File: src/sbm_pkg.sv
// package: shared types and constants of the serial bank mapper
`default_nettype none

package sbm_pkg;

    // access kinds on the input channel
    typedef enum logic [1:0] {
        KIND_CPU_RD = 2'd0,
        KIND_CPU_WR = 2'd1,
        KIND_PPU_RD = 2'd2,
        KIND_PPU_WR = 2'd3
    } kind_t;

    // loader target, chosen by address bits 14:13
    typedef enum logic [1:0] {
        TGT_CONTROL  = 2'd0,
        TGT_CHR_LOW  = 2'd1,
        TGT_CHR_HIGH = 2'd2,
        TGT_PRG      = 2'd3
    } target_t;

    // program mode field of the control register
    localparam logic [1:0] PRG_MODE_FIX_FIRST = 2'd2;

    // configuration port
    localparam int CFG_IDX_W  = 2;
    localparam int CFG_DATA_W = 6;
    localparam logic [CFG_IDX_W-1:0] CFG_PRG_COUNT = 2'd0;
    localparam logic [CFG_IDX_W-1:0] CFG_CHR_COUNT = 2'd1;

    localparam logic [CFG_DATA_W-1:0] PRG_COUNT_RESET = 6'd8;
    localparam logic [CFG_DATA_W-1:0] CHR_COUNT_RESET = 6'd0;

    localparam logic [4:0] CTRL_RESET = 5'h0C;
    localparam logic [2:0] LOAD_LEN   = 3'd5;

    localparam int ADDR_W = 20;

    typedef struct packed {
        kind_t       kind;
        logic [15:0] bus_addr;
        logic [7:0]  write_data;
    } access_t;

    typedef struct packed {
        logic [4:0] control;
        logic [4:0] chr_low;
        logic [4:0] chr_high;
        logic [4:0] prg_bank;
    } bank_state_t;

    typedef struct packed {
        logic [CFG_DATA_W-1:0] prg_count;
        logic [CFG_DATA_W-1:0] chr_count;
    } cart_cfg_t;

endpackage

`default_nettype wire

File: src/sbm_regs.sv
// serial loader, bank registers and cartridge configuration registers
`default_nettype none

module sbm_regs (
    input  wire logic                           clk,
    input  wire logic                           rst_n,
    input  wire logic                           step,
    input  wire sbm_pkg::access_t               acc,
    input  wire logic                           cfg_we,
    input  wire logic [sbm_pkg::CFG_IDX_W-1:0]  cfg_index,
    input  wire logic [sbm_pkg::CFG_DATA_W-1:0] cfg_data,
    output sbm_pkg::bank_state_t                bank,
    output sbm_pkg::cart_cfg_t                  cfg,
    output logic [4:0]                          control_next
);
    import sbm_pkg::*;

    bank_state_t bank_reg;
    bank_state_t bank_next;
    cart_cfg_t   cfg_reg;
    cart_cfg_t   cfg_next;
    logic [4:0]  shift_reg;
    logic [4:0]  shift_next;
    logic [2:0]  count_reg;
    logic [2:0]  count_next;

    always_comb
    begin
        logic [4:0] shift_fill;
        logic [2:0] count_inc;
        bank_next  = bank_reg;
        shift_next = shift_reg;
        count_next = count_reg;
        shift_fill = {acc.write_data[0], shift_reg[4:1]};
        count_inc  = count_reg + 3'd1;
        if (step && acc.kind == KIND_CPU_WR && acc.bus_addr[15])
        begin
            if (acc.write_data[7])
            begin
                // loader reset, program mode forced to fixed-last
                shift_next        = '0;
                count_next        = '0;
                bank_next.control = bank_reg.control | CTRL_RESET;
            end
            else if (count_inc >= LOAD_LEN)
            begin
                unique case (target_t'(acc.bus_addr[14:13]))
                    TGT_CONTROL:  bank_next.control  = shift_fill;
                    TGT_CHR_LOW:  bank_next.chr_low  = shift_fill;
                    TGT_CHR_HIGH: bank_next.chr_high = shift_fill;
                    TGT_PRG:      bank_next.prg_bank = shift_fill;
                    default:      bank_next.prg_bank = shift_fill;
                endcase
                shift_next = '0;
                count_next = '0;
            end
            else
            begin
                shift_next = shift_fill;
                count_next = count_inc;
            end
        end
    end

    always_comb
    begin
        cfg_next = cfg_reg;
        if (cfg_we)
        begin
            unique case (cfg_index)
                CFG_PRG_COUNT: cfg_next.prg_count = cfg_data;
                CFG_CHR_COUNT: cfg_next.chr_count = cfg_data;
                default:       cfg_next = cfg_reg;
            endcase
        end
    end

    always_ff @(posedge clk or negedge rst_n)
    begin
        if (!rst_n)
        begin
            bank_reg.control   <= CTRL_RESET;
            bank_reg.chr_low   <= '0;
            bank_reg.chr_high  <= '0;
            bank_reg.prg_bank  <= '0;
            cfg_reg.prg_count  <= PRG_COUNT_RESET;
            cfg_reg.chr_count  <= CHR_COUNT_RESET;
            shift_reg          <= '0;
            count_reg          <= '0;
        end
        else
        begin
            bank_reg  <= bank_next;
            cfg_reg   <= cfg_next;
            shift_reg <= shift_next;
            count_reg <= count_next;
        end
    end

    assign bank         = bank_reg;
    assign cfg          = cfg_reg;
    assign control_next = bank_next.control;

endmodule

`default_nettype wire

File: src/sbm_map.sv
// address translation of one bus access into a cartridge address
`default_nettype none

module sbm_map (
    input  wire sbm_pkg::access_t            acc,
    input  wire sbm_pkg::bank_state_t        bank,
    input  wire sbm_pkg::cart_cfg_t          cfg,
    output logic                             hit,
    output logic [sbm_pkg::ADDR_W-1:0]       cart_addr
);
    import sbm_pkg::*;

    always_comb
    begin
        logic [15:0]           a;
        logic [1:0]            mode;
        logic [3:0]            prg;
        logic [CFG_DATA_W-1:0] last;
        logic [ADDR_W-1:0]     ram_addr;
        logic [ADDR_W-1:0]     m;
        logic                  h;
        a        = acc.bus_addr;
        mode     = bank.control[3:2];
        prg      = bank.prg_bank[3:0];
        last     = cfg.prg_count - 6'd1;
        // program ram sits right past program rom
        ram_addr = {cfg.prg_count, 1'b0, a[12:0]};
        m        = '0;
        h        = 1'b0;
        unique case (acc.kind)
            KIND_CPU_RD:
            begin
                if (a[15])
                begin
                    h = 1'b1;
                    if (!mode[1])
                        m = {2'b00, prg[3:1], a[14:0]};
                    else if (!a[14])
                        m = (mode == PRG_MODE_FIX_FIRST) ? {6'd0, a[13:0]}
                                                         : {2'b00, prg, a[13:0]};
                    else
                        m = (mode == PRG_MODE_FIX_FIRST) ? {2'b00, prg, a[13:0]}
                                                         : {last, a[13:0]};
                end
                else if (a[14:13] == 2'b11)
                begin
                    h = 1'b1;
                    m = ram_addr;
                end
            end
            KIND_CPU_WR:
            begin
                // loader writes never hit
                if (!a[15] && a[14:13] == 2'b11)
                begin
                    h = 1'b1;
                    m = ram_addr;
                end
            end
            KIND_PPU_RD:
            begin
                if (a[15:13] == 3'b000)
                begin
                    h = 1'b1;
                    if (cfg.chr_count == '0)
                        m = {7'd0, a[12:0]};
                    else if (!bank.control[4])
                        m = {3'd0, bank.chr_low[4:1], a[12:0]};
                    else if (!a[12])
                        m = {3'd0, bank.chr_low, a[11:0]};
                    else
                        m = {3'd0, bank.chr_high, a[11:0]};
                end
            end
            KIND_PPU_WR:
            begin
                // only pattern ram takes writes
                if (a[15:13] == 3'b000 && cfg.chr_count == '0)
                begin
                    h = 1'b1;
                    m = {7'd0, a[12:0]};
                end
            end
            default:
            begin
                h = 1'b0;
            end
        endcase
        hit       = h;
        cart_addr = h ? m : '0;
    end

endmodule

`default_nettype wire

File: src/serial_bank_mapper_top.sv
// top level of the serial bank mapper: input stage, translation, result stage
// an accepted item is registered in the input stage, then in the result stage
// throughput: one item per cycle while the result port is not stalled; translation is combinational
// while a finished result waits, the input stage takes one more item and then stalls
// reset: asynchronous, active low; empties both stages, clears the loader, resets the bank and config registers
// after reset control is 0x0C (fixed-last program mode), 8 program banks, pattern ram
`default_nettype none

module serial_bank_mapper_top (
    input  wire logic                           clk,
    input  wire logic                           rst_n,
    // input item channel
    input  wire logic                           in_valid,
    output logic                                in_stall,
    input  wire logic [1:0]                     kind,
    input  wire logic [15:0]                    bus_addr,
    input  wire logic [7:0]                     write_data,
    // result item channel
    output logic                                out_valid,
    input  wire logic                           out_stall,
    output logic                                hit,
    output logic [sbm_pkg::ADDR_W-1:0]          cart_addr,
    output logic [1:0]                          mirroring,
    // configuration write channel
    input  wire logic                           cfg_valid,
    output logic                                cfg_ready,
    input  wire logic [sbm_pkg::CFG_IDX_W-1:0]  cfg_index,
    input  wire logic [sbm_pkg::CFG_DATA_W-1:0] cfg_data
);
    import sbm_pkg::*;

    // input stage
    logic        in_valid_reg;
    logic        in_valid_next;
    access_t     acc_reg;

    // result stage
    logic              out_valid_reg;
    logic              out_valid_next;
    logic              hit_reg;
    logic [ADDR_W-1:0] addr_reg;
    logic [1:0]        mirror_reg;

    // datapath between the stages
    bank_state_t       bank;
    cart_cfg_t         cfg;
    logic [4:0]        control_next;
    logic              map_hit;
    logic [ADDR_W-1:0] map_addr;

    logic in_take;
    logic out_load;
    logic step;

    // result stage can take a new item when empty or being drained
    assign out_load = !out_valid_reg || !out_stall;
    // the item in the input stage moves on, and updates mapper state, here
    assign step     = in_valid_reg && out_load;
    assign in_stall = in_valid_reg && !out_load;
    assign in_take  = in_valid && !in_stall;

    // configuration is always writable
    assign cfg_ready = 1'b1;

    always_comb
    begin
        in_valid_next = in_valid_reg;
        if (in_take)
            in_valid_next = 1'b1;
        else if (step)
            in_valid_next = 1'b0;
    end

    always_comb
    begin
        out_valid_next = out_valid_reg;
        if (step)
            out_valid_next = 1'b1;
        else if (!out_stall)
            out_valid_next = 1'b0;
    end

    sbm_regs u_regs (
        .clk          (clk),
        .rst_n        (rst_n),
        .step         (step),
        .acc          (acc_reg),
        .cfg_we       (cfg_valid && cfg_ready),
        .cfg_index    (cfg_index),
        .cfg_data     (cfg_data),
        .bank         (bank),
        .cfg          (cfg),
        .control_next (control_next)
    );

    // translation uses the state before this item's own loader update
    sbm_map u_map (
        .acc       (acc_reg),
        .bank      (bank),
        .cfg       (cfg),
        .hit       (map_hit),
        .cart_addr (map_addr)
    );

    // control state
    always_ff @(posedge clk or negedge rst_n)
    begin
        if (!rst_n)
        begin
            in_valid_reg  <= 1'b0;
            out_valid_reg <= 1'b0;
        end
        else
        begin
            in_valid_reg  <= in_valid_next;
            out_valid_reg <= out_valid_next;
        end
    end

    // payload registers
    always_ff @(posedge clk)
    begin
        if (in_take)
        begin
            acc_reg.kind       <= kind_t'(kind);
            acc_reg.bus_addr   <= bus_addr;
            acc_reg.write_data <= write_data;
        end
        if (step)
        begin
            hit_reg    <= map_hit;
            addr_reg   <= map_addr;
            // mirroring reflects the control register after this item
            mirror_reg <= control_next[1:0];
        end
    end

    assign out_valid = out_valid_reg;
    assign hit       = hit_reg;
    assign cart_addr = addr_reg;
    assign mirroring = mirror_reg;

endmodule

`default_nettype wire

File: config.mk
export PLATFORM = sky130hd
export DESIGN_NAME = serial_bank_mapper_top
export DESIGN_NICKNAME = d
export VERILOG_FILES = /design/src/sbm_pkg.sv /design/src/sbm_regs.sv /design/src/sbm_map.sv /design/src/serial_bank_mapper_top.sv
export SDC_FILE = /design/constraint.sdc
export NUM_CORES = 1
export LEC_CHECK = 0
export BUFFER_PORTS_ARGS = -buffer_cell sky130_fd_sc_hd__buf_2
export CORE_AREA = 5 5 109 111
export DETAILED_ROUTE_END_ITERATION = 8
export DIE_AREA = 0 0 114 116
export SYNTH_ARGS = -nofsm -noshare
export SYNTH_HDL_FRONTEND = slang
export SYNTH_SLANG_ARGS = --single-unit
File: constraint.sdc
create_clock -name clk -period 2.8 [get_ports clk]
set_input_delay 0.56 -clock clk [delete_from_list [all_inputs] [get_ports clk]]
set_output_delay 0.56 -clock clk [all_outputs]
set_load 0.02 [all_outputs]
==> run summary <==
status: complete, no violations
part of the Yosys area used for sequential elements: 0.6269
Setup WS post-layout: 0.6163 ns
count of cell types in the netlist: 58
Fin Setup TNS: 0 ns
CTS clk-pin slew, worst paths: 0.08 ns
Sw Share: 0.2839
core box area: 10,700 um^2
max-cap viol count: 0
Max FO, Critical Path: 13
initial DRC count: 145
routability cong.: 0.8520
Switch Pwr: 0.0007521 W
r2r worst-path depth: 4
ratio of cells with drive above 1 in the final layout: 0.3636
Die Footprint: 13,220 um^2
Inserted Diodes: 0
crit path max-delay cell type: or4_4
fill count: 1,018
commonest non-fill, non-tap cell in the layout: buf_2
number of post-CTS setup repair buffers: 0
Logic pwr share: 0.137
Site Rows: 38
total congestion overflow: 0
dpl hpwl: 5240 um
Peak supply drop: 0.2802 mV
Post-Syn Nets: 306
commonest cells after routing, fill and taps aside: buf_2, edfxtp_1, dfrtp_1
synthesized cell area: 3662 um^2
EDFF count, synth: 43
area leader, netlist: edfxtp_1
crit path time final: 2.184 ns
Seq cells post-synth: 83
CTS buffer count: 9
Power Internal: 0.001897 W
R2R Path End: cart_addr[10]
Die Height: 116 um
RSZ-0062 raised after global routing: no
Worst EP arrival: 2.36 ns
Longest Clk Path Bufs: 2
critical path class: reg -> reg
reg-to-reg critical path startpoint: u_regs.cfg[1]
skew final: 0.01179 ns
Least-Margin Pin Slew: 1.128 ns
HP Class: in -> async
Top FF cell, synth: edfxtp_1
max-slew violations: 0
Final period util: 0.7799
Nets: 367
post-cts resize count: 0
Crit path required time: 2.97 ns
Post-DRT Antenna Nets: 0
initial antenna violation count: 0
TritonCTS clock tree: done
clock network power share: 0.291
Vias/cell: 4.849
Placed Area: 4068 um^2
Final Util: 0.3965
Warnings, synthesis: 0
IO Pins: 65
Avg Cell Area, Syn: 13.87 um^2
family with the most delay on the worst path: compound AO/OA/AOI/OAI gates
final WL: 7244 um
pin count of the biggest net entering global routing: 41
drt wl/cell: 15.41 um
fmax: 457.9 MHz
Design Area, Final: 4242 um^2
Setup crit start kind: flip-flop
synth-to-layout area growth: 15.82%
vias post-DR: 2,279
CP cell instances: or4_4 > nor2_1 > o2111ai_1 > a21boi_0
Synth top area share: 0.3526
ys async rst share: 0.4819
htree depth: 3
Pre-antenna DRT Iters: 4
drc violations: 0
GRT Total Usage: 0.1159
final setup violation count: 0
dpl ws: 0.6069 ns
leak pwr: 1.838 nW
sequential power share: 0.573
Critical Path End Type: flip-flop
crit path buf inv count: 0
Worst-Skew Late Latency: 0.35 ns
Initial Utilization: 0.3423
Slowest Stage Delay on Critical Path: 0.56 ns
Syn Inst Count: 264
register-to-register path setup slack: 0.62 ns
vias in the first global route: 2,404
Final Power: 0.002649 W
slew margin rel.: 0.2472
# clock sinks: 83
dominant cells by area after synthesis: edfxtp_1, dfrtp_1, mux2_2, dfstp_2, a22o_1
final hold viol count: 0
PortBufs: 57
first-pass GRT wire length: 12,020 um
hold_buf cts: 0
Clk Tree Root Cell: clkbuf_8
Die W: 114 um
Cell Pwr Density: 624.6 nW/um^2
[layer usage]
metal / global-route usage / vias to the layer above / part of all wire
met1: 0.1533 / 1106 / 0.45
met2: 0.1842 / 60 / 0.48
met5: 0 / - / 0
met4: 0.04355 / 0 / 0.011
met3: 0.02977 / 8 / 0.057
li1: - / 1105 / -
[how the worst max path moves through the flow]
stage / to / startpoint / slack (ns) / cells after the start
after floorplan: mirroring[0] / u_regs.count_reg[0] / 0.91 / 6
after global placement: cart_addr[8] / u_regs.cfg[1] / 0.70 / 4
after global routing: cart_addr[10] / u_regs.cfg[1] / 0.38 / 4
after CTS: cart_addr[10] / u_regs.cfg[1] / 0.58 / 4
final: cart_addr[10] / u_regs.cfg[1] / 0.62 / 4
after detailed placement: cart_addr[10] / u_regs.cfg[1] / 0.61 / 4
[cells in the mapped netlist (all sizes together), types with 2 or more instances]
cell	number
mux2	27
o211ai	2
ha	3
nand4	2
clkbuf	5
o22a	2
nor2	11
a22o	7
inv	10
o31ai	2
nand2b	2
or2	2
dfrtp	37
nor3b	3
nand3	4
o21ai	12
nand3b	2
and3b	2
edfxtp	43
mux2i	4
nand4b	2
o31a	2
nand2	15
a21o	3
buf	5
nor3	6
a21boi	12
nor4	2
a31oi	2
a21oi	6
nor2b	7
dfstp	3
[power by group through the flow]
| stage | Sequential (W) | Clock [W] | Combinational (W) |
|---|---|---|---|
| after floorplan | 0.00153 | 0 | 0.000243 |
| after global placement | 0.00154 | 0 | 0.000360 |
| after detailed placement | 0.00154 | 0 | 0.000366 |
| after CTS | 0.00152 | 0.000794 | 0.000369 |
| after global routing | 0.00154 | 0.000844 | 0.000408 |
| final | 0.00152 | 0.000770 | 0.000362 |
[area by class of cell]
type	instances	area [um^2]	share of cell area
clock buffer	9	123.9	0.02920
multi-input combinational	161	1251	0.2950
inverter	10	37.54	0.008850
sequential	83	2296	0.5413
clock inverter	7	50.05	0.01180
tap	140	175.2	0.04130
timing repair buffer	60	307.8	0.07257
[per-stage QoR]
stage	hold slack, ns	instances
after detailed placement	0.4679	454
after floorplan	0.2644	264
after global placement	0.4516	454
after CTS	0.3434	470
final	0.3239	470
after global routing	0.3510	470
[cell families (layout without fill, tap and decap cells)]
kind of cell,Yosys count,after routing,share of synthesized area
AO/OA/AOI/OAI,59,59,0.1192
adder cells (fa/ha/maj),3,3,0.01025
XOR/XNOR,2,2,0.004784
multiplexers,31,31,0.09395
other,1,1,0.001024
flip-flops,83,83,0.6269
buffers and inverters,20,86,0.03143
AND/OR/NAND/NOR,65,65,0.1124
No activity file was read; power rests on OpenSTA's default activity.
